<file path="config.mk">
export PLATFORM = sky130hd
export DESIGN_NAME = c2d_front
export DESIGN_NICKNAME = d
export VERILOG_FILES = /design/src/design/c2d_pkg.sv /design/src/design/c2d_front.sv
export SDC_FILE = /design/constraint.sdc
export NUM_CORES = 1
export LEC_CHECK = 0
export CAP_MARGIN = 5
export CORE_UTILIZATION = 30
export CTS_CLUSTER_SIZE = 10
export DETAILED_ROUTE_END_ITERATION = 6
export DONT_BUFFER_PORTS = 1
export SYNTH_ARGS = -nofsm -noshare
export SYNTH_HDL_FRONTEND = slang
export SYNTH_SLANG_ARGS = --single-unit
</file>
<file path="constraint.sdc">
create_clock -name clk -period 2.91 [get_ports clk]
set_input_delay 0.291 -clock clk [delete_from_list [all_inputs] [get_ports clk]]
set_output_delay 0.291 -clock clk [all_outputs]
set_load 0.01 [all_outputs]
</file>
<file path="src/design/c2d_pkg.sv">
package c2d_pkg;

	localparam int MAX_KERNEL_DEF = 7;
	localparam int MAX_WIDTH_DEF  = 1024;
	localparam int COEF_FRAC_DEF  = 8;
	localparam int MAX_HEIGHT     = 4096;
	localparam int PIX_MAX        = 255;
	localparam int MAX_OUT        = 4;
	localparam int Q_DEPTH        = 2;

	localparam int OP_W       = 2;
	localparam int CIDX_W     = 6;
	localparam int COEF_W     = 16;
	localparam int PIX_W      = 8;
	localparam int RGB_W      = 3 * PIX_W;
	localparam int COL_OUT_W  = 10;
	localparam int ROW_W      = 12;
	localparam int CFG_IDX_W  = 2;
	localparam int CFG_DATA_W = 13;

	localparam int KCOLS_RST   = 3;
	localparam int KROWS_RST   = 3;
	localparam int FWIDTH_RST  = 640;
	localparam int FHEIGHT_RST = 480;

	typedef enum logic [OP_W-1:0] {
		OP_COEF  = 2'd0,
		OP_PIXEL = 2'd1,
		OP_DRAIN = 2'd2,
		OP_NONE  = 2'd3
	} op_t;

	typedef enum logic [1:0] {
		CMD_COEF,
		CMD_PIXEL,
		CMD_DRAIN,
		CMD_NOP
	} cmd_t;

	typedef enum logic [CFG_IDX_W-1:0] {
		REG_KCOLS   = 2'd0,
		REG_KROWS   = 2'd1,
		REG_FWIDTH  = 2'd2,
		REG_FHEIGHT = 2'd3
	} cfg_reg_t;

	typedef struct packed {
		cmd_t                     cmd;
		logic [CIDX_W-1:0]        cidx;
		logic signed [COEF_W-1:0] coef;
		logic [RGB_W-1:0]         rgb;
	} qitem_t;

	typedef struct packed {
		logic [COL_OUT_W-1:0] col;
		logic [ROW_W-1:0]     row;
		logic [PIX_W-1:0]     red;
		logic [PIX_W-1:0]     green;
		logic [PIX_W-1:0]     blue;
		logic                 frame_done;
		logic                 last;
	} result_t;

endpackage

</file>
<file path="src/design/c2d_front.sv">
module c2d_front import c2d_pkg::*; #(
	parameter int MAX_KERNEL = MAX_KERNEL_DEF
) (
	input  logic                     clk,
	input  logic                     arst_n,
	input  logic                     in_valid,
	output logic                     in_ready,
	input  logic [OP_W-1:0]          op,
	input  logic [CIDX_W-1:0]        coef_index,
	input  logic signed [COEF_W-1:0] coef_value,
	input  logic [PIX_W-1:0]         red_in,
	input  logic [PIX_W-1:0]         green_in,
	input  logic [PIX_W-1:0]         blue_in,
	output logic                     q_valid,
	output qitem_t                   q_item,
	input  logic                     q_pop
);

	localparam int PTR_W = $clog2(Q_DEPTH);
	localparam int CNT_W = $clog2(Q_DEPTH + 1);

	qitem_t             mem_q [Q_DEPTH];
	logic [PTR_W-1:0]   wr_ptr_q, rd_ptr_q;
	logic [CNT_W-1:0]   count_q;
	qitem_t             item;
	logic               push;

	// Classify: out-of-range coefficient writes and unknown ops become no-ops.
	always_comb begin
		item.cidx = coef_index;
		item.coef = coef_value;
		item.rgb  = {red_in, green_in, blue_in};
		unique case (op_t'(op))
			OP_COEF:  item.cmd = (int'(coef_index) < MAX_KERNEL * MAX_KERNEL) ? CMD_COEF : CMD_NOP;
			OP_PIXEL: item.cmd = CMD_PIXEL;
			OP_DRAIN: item.cmd = CMD_DRAIN;
			OP_NONE:  item.cmd = CMD_NOP;
		endcase
	end

	assign in_ready = (count_q != CNT_W'(Q_DEPTH));
	assign push     = in_valid && in_ready;
	assign q_valid  = (count_q != '0);
	assign q_item   = mem_q[rd_ptr_q];

	always_ff @(posedge clk) begin
		if (push) begin
			mem_q[wr_ptr_q] <= item;
		end
	end

	always_ff @(posedge clk or negedge arst_n) begin
		if (!arst_n) begin
			wr_ptr_q <= '0;
			rd_ptr_q <= '0;
			count_q  <= '0;
		end else begin
			if (push) begin
				wr_ptr_q <= (wr_ptr_q == PTR_W'(Q_DEPTH - 1)) ? '0 : wr_ptr_q + 1'b1;
			end
			if (q_pop) begin
				rd_ptr_q <= (rd_ptr_q == PTR_W'(Q_DEPTH - 1)) ? '0 : rd_ptr_q + 1'b1;
			end
			count_q <= count_q + CNT_W'(push) - CNT_W'(q_pop);
		end
	end

endmodule

</file>
### Word-level counts from Yosys, hierarchy flattened

Memory sizes are Yosys's and may differ from the RTL's.
Index checks and enable logic that the tools add are counted.

* flip-flop bits (word level): 4
* memory bits (writable): 96
* input port bits: 52
* output and inout port bits: 50
* word-level logic and storage cells: 22
* memories kept: 1

* add/sub/neg operators: 4
* magnitude comparators: 1
* equality and inequality tests: 4
* mux-type cells: 6
* reduce and logical (&&, ||, !) cells: 3

Memory list
* mem_q: depth 2, bits a word 48, rd ports 1, clocked after Yosys merged registers in 0, wr ports 1, RTL line c2d_front.sv:22 `qitem_t mem_q [Q_DEPTH];`

Operators with widths (count)
* $pmux W2 S4: 1
* $lt A6 B6 Y1 const B: 1
* $eq A2 B2 Y1 const B: 2
* $mux W1: 4
* $add A1 B1 Y1 const B: 2
* $add A2 B1 Y2: 1
* $eq A2 B1 Y1 const B: 1
* $logic_not A2 Y1: 1
* $mux W2: 1
* $ne A2 B2 Y1 const B: 1
* $reduce_bool A2 Y1: 1
* $sub A2 B1 Y2: 1
* $logic_and A1 B1 Y1: 1

### Longest topological paths before layout

* word-level depth: 4
* gate-level depth with buffers: 5
* depth with buffers taken out: 5

### Worst setup path after synthesis

No wires, ideal clock.

* path kind: flip-flop to flip-flop
* start: register count_q[0]
* end: memory mem_q[0][0] in the netlist's numbering, enable pin
* setup time: 0.454 ns
* arrival time: 2.701 ns
* data required time: 2.456 ns
* path slack: -0.244 ns
* stages on the path, launching flop included: 4
* path buffers: 0
* period minus slack after synthesis: 3.154 ns
* cells stage by stage: dfrtp_1 nand2b_1 nand2_1 nor2_1

* word-level cells in the longest chain between the ends: 4

Ends and longest elaborated chain
* from (decl): RTL line c2d_front.sv:24 `logic [CNT_W-1:0] count_q;`
* from (signal assigned): RTL line c2d_front.sv:64 `count_q <= count_q + CNT_W'(push) - CNT_W'(q_pop);`
* $ne A2 B2 Y1: RTL line c2d_front.sv:41 `assign in_ready = (count_q != CNT_W'(Q_DEPTH));`
* via in_ready: RTL line c2d_front.sv:7 `output logic in_ready,`
* $logic_and A1 B1 Y1: RTL line c2d_front.sv:42 `assign push = in_valid && in_ready;`
* $mux W1: RTL line c2d_front.sv:47 `if (push) begin`
* $mux W1 (not written as such): RTL line c2d_front.sv:48 `mem_q[wr_ptr_q] <= item;`
* to (decl): RTL line c2d_front.sv:22

The timed path passes the listed nets, and every way through them passes these cells.

==> impl_metrics.py <==
metrics = {
    "layout": {
        "final_layout_size_suffix_gt1_share_pct": 35.7,
        "fin_cells": 332,
        "final_nets": 233,
        "diodes": 0,
        "syn_to_final_growth_pct": 13.2,
        "post-route-util_pct": 34.7,
    },
    "timing": {
        "fmax_ghz": 0.497,
        "clock_skew_ns": 0.00615,
        "worstMarginPinSlew_ns": 0.641,
        "layout_setup_ws_ns": 0.898,
        "finalSetupViolations": 0,
        "fin_setup_tns_ns": 0,
        "period_share_pct": 69.2,
        "report.final.slew_viol_count": 0,
        "hold_viol": 0,
        "max-slew-margin-rel_pct": 57.2,
        "rsz0062_at_grt": "no",
        "period_needed_ns": 2.01,
    },
    "route": {
        "wirelength_mm": 6.24,
        "drtIter0Drc": 133,
        "drt-vias-per-instance": 4.60,
        "vias": 1526,
        "post-route-drc-count": 0,
        "wl_per_cell_um": 18.8,
        "ant_nets": 0,
        "firstDrtPassIters": 4,
    },
    "clocking": {
        "cts_tree": "built",
        "insertion_delay_ns": 0.34,
        "clk_pin_slew_ns": 0.06,
        "postCtsSetupBuffers": 0,
        "cts_buffers": 9,
        "cts_sinks": 100,
        "clockBufferDepth": 2,
        "htreeDepth": 3,
        "clockRootBuffer": "clkbuf_16",
    },
    "floorplanning": {
        "start_util_pct": 30.7,
        "coreArea_mm2": 0.0120,
        "dieArea_mm2": 0.0127,
        "die_h_um": 113,
        "num_rows": 40,
        "design.portCount": 102,
        "die_w_um": 113,
    },
    "global_route": {
        "track_usage_pct": 10.6,
        "grt_max_degree": 31,
        "grt_pass1_wl_mm": 9.51,
        "overflow": 0,
        "grt_pass1_vias": 1705,
        "antenna_found_initial": 0,
    },
    "setup_path": {
        "reg2reg_slack_ns": 0.98,
        "max_stage_delay_ns": 0.69,
        "path_delay_family": "flip-flops",
        "crit_buf_inv": 1,
        "cp-start-kind": "register",
        "required_ns": 2.62,
        "reg2reg_depth": 4,
        "path_class": "reg -> out",
        "crit_arrival_ns": 1.72,
        "rr_endpoint": "mem_q[0][21]",
        "critPathMaxFanout": 30,
        "reg2reg_from": "count_q[0]",
        "crit_path_cell_trace": "buf_12, mux2_2",
        "crit_slowest_cell": "dfrtp_2",
        "critical_path.endpoint_type": "primary output",
    },
    "yosys": {
        "synth.distinct_cells": 19,
        "ys_warn_count": 0,
        "synth-edff-count": 96,
        "synth_common_cells": "edfxtp_1 (96), mux2_2 (48), dfrtp_1 (4)",
        "synth_most_common_cell": "edfxtp_1",
        "synth_top_area_cell": "edfxtp_1",
        "ys_ff_latch": 100,
        "seq_area_frac_synth_pct": 81.0,
        "ys.flop_type": "edfxtp_1",
        "synth_area_mm2": 0.00368,
        "synth_area_leaders": "edfxtp_1 (78%), mux2_2 (15%), dfrtp_1 (2.7%)",
        "syn_area_per_cell_um2": 21.7,
        "yosys.area.top_type_share_pct": 78.2,
        "synthesis.nets": 223,
        "async_flop_share_pct": 4.00,
        "syn_inst": 170,
    },
    "placed_design": {
        "gp_congestion": 0.626,
        "placedCellCount": 315,
        "place_hpwl_mm": 3.98,
        "dp_slack_ns": 0.937,
        "numPortBuffers": 0,
    },
    "pwr": {
        "ir_drop_uv": 405,
        "power.density_mw_per_mm2": 1010,
        "p_leak_uw": 0.00133,
    },
    "hold_path": {
        "min_to": "rd_ptr_q",
        "min_path_type": "in -> reg",
        "hold_depth": 1,
        "holdCritStartpoint": "q_pop",
    },
    "outcome": {
        "outcome": "finished, final reports clean",
    },
    "flow_run": {
        "maxCapViolations": 0,
    },
}
==> cells in the final DEF, fill, tap and decap left out <==
cell           count
nand3_1            1
mux2_2            48
ha_1               1
and3_2             1
o21bai_1           2
dlygate4sd3_1      1
nand2b_1           1
a21bo_2            1
clkbuf_8           1
clkbuf_16          9
or4_1              1
edfxtp_1          96
xor2_1             1
clkbuf_1           6
or2_2              1
xnor2_1            3
a21oi_1            1
dfrtp_2            1
nor3b_1            1
dfrtp_1            3
nor2_4             1
buf_12             3
nand2_1            1
==> sequential cells by signal, indices dropped and copies added, names as in the netlist <==
name,cells
count_q,2
rd_ptr_q,1
wr_ptr_q,1
mem_q,96
==> final cells by class <==
| class | instances | area [µm²] |
|---|---|---|
| multi-input cells | 65 | 673 |
| well taps | 147 | 184 |
| repair buffers | 4 | 70.1 |
| clock buffers | 16 | 262 |
| fillers | 1127 | 7840 |
| flip-flops and latches | 100 | 2980 |
==> cell families after synthesis <==
logic type | Yosys count | share of synthesized area (%)
xor gates and xnor gates | 4 | 0.951
AOI/OAI and AO/OA | 4 | 0.815
DFF | 100 | 81.0
adders and majority gates | 1 | 0.340
buffers and inverters | 5 | 1.02
muxes | 48 | 14.7
and+or+nand+nor | 8 | 1.26
==> through the flow <==
stage	instance area [µm²]	hold WS (ns)	power, µW
2_1_floorplan	3690	-0.00459	2950
3_3_place_gp	3900	-0.00448	3180
3_5_place_dp	3900	-0.00448	3210
4_1_cts	4170	0.0165	4310
5_1_grt	4170	0.0193	4420
6_report	4170	0.0368	4220
==> routing by layer <==
layer / GRT usage (%) / wire [µm] / share of wire (%) / vias to the layer above
met3: 5.89 / 700 / 11 / 12
li1: - / - / - / 689
met2: 17.1 / 3080 / 49 / 59
met1: 10.4 / 2280 / 37 / 766
met5: 0 / 0 / 0 / -
met4: 7.20 / 178 / 2.9 / 0
==> worst max path at each step <==
stage | from | end | slack, ns | depth (start not counted)
after CTS | rd_ptr_q | q_item[46] | 0.82 | 2
after floorplan | count_q[0] | mem_q[0][0] | 0.55 | 3
final | rd_ptr_q | q_item[46] | 0.90 | 2
after global routing | rd_ptr_q | q_item[46] | 0.77 | 2
after detailed placement | count_q[0] | mem_q[0][43] | 0.94 | 4
after global placement | count_q[0] | mem_q[0][47] | 0.99 | 4
==> timing repair <==
| item | in CTS | in global routing |
|---|---|---|
| endpoints found under the hold margin | 4 | 0 |
| gates resized for setup | 0 | 0 |
| hold buffers | 1 | 0 |
==> power breakdown <==
group / switching (µW) / leakage, µW / internal (µW)
Combinational: 599 / 0.000268 / 437
Sequential: 136 / 0.000938 / 1970
Clock: 467 / 0.000125 / 605
Note: power is estimated with default switching activity, not from simulation.
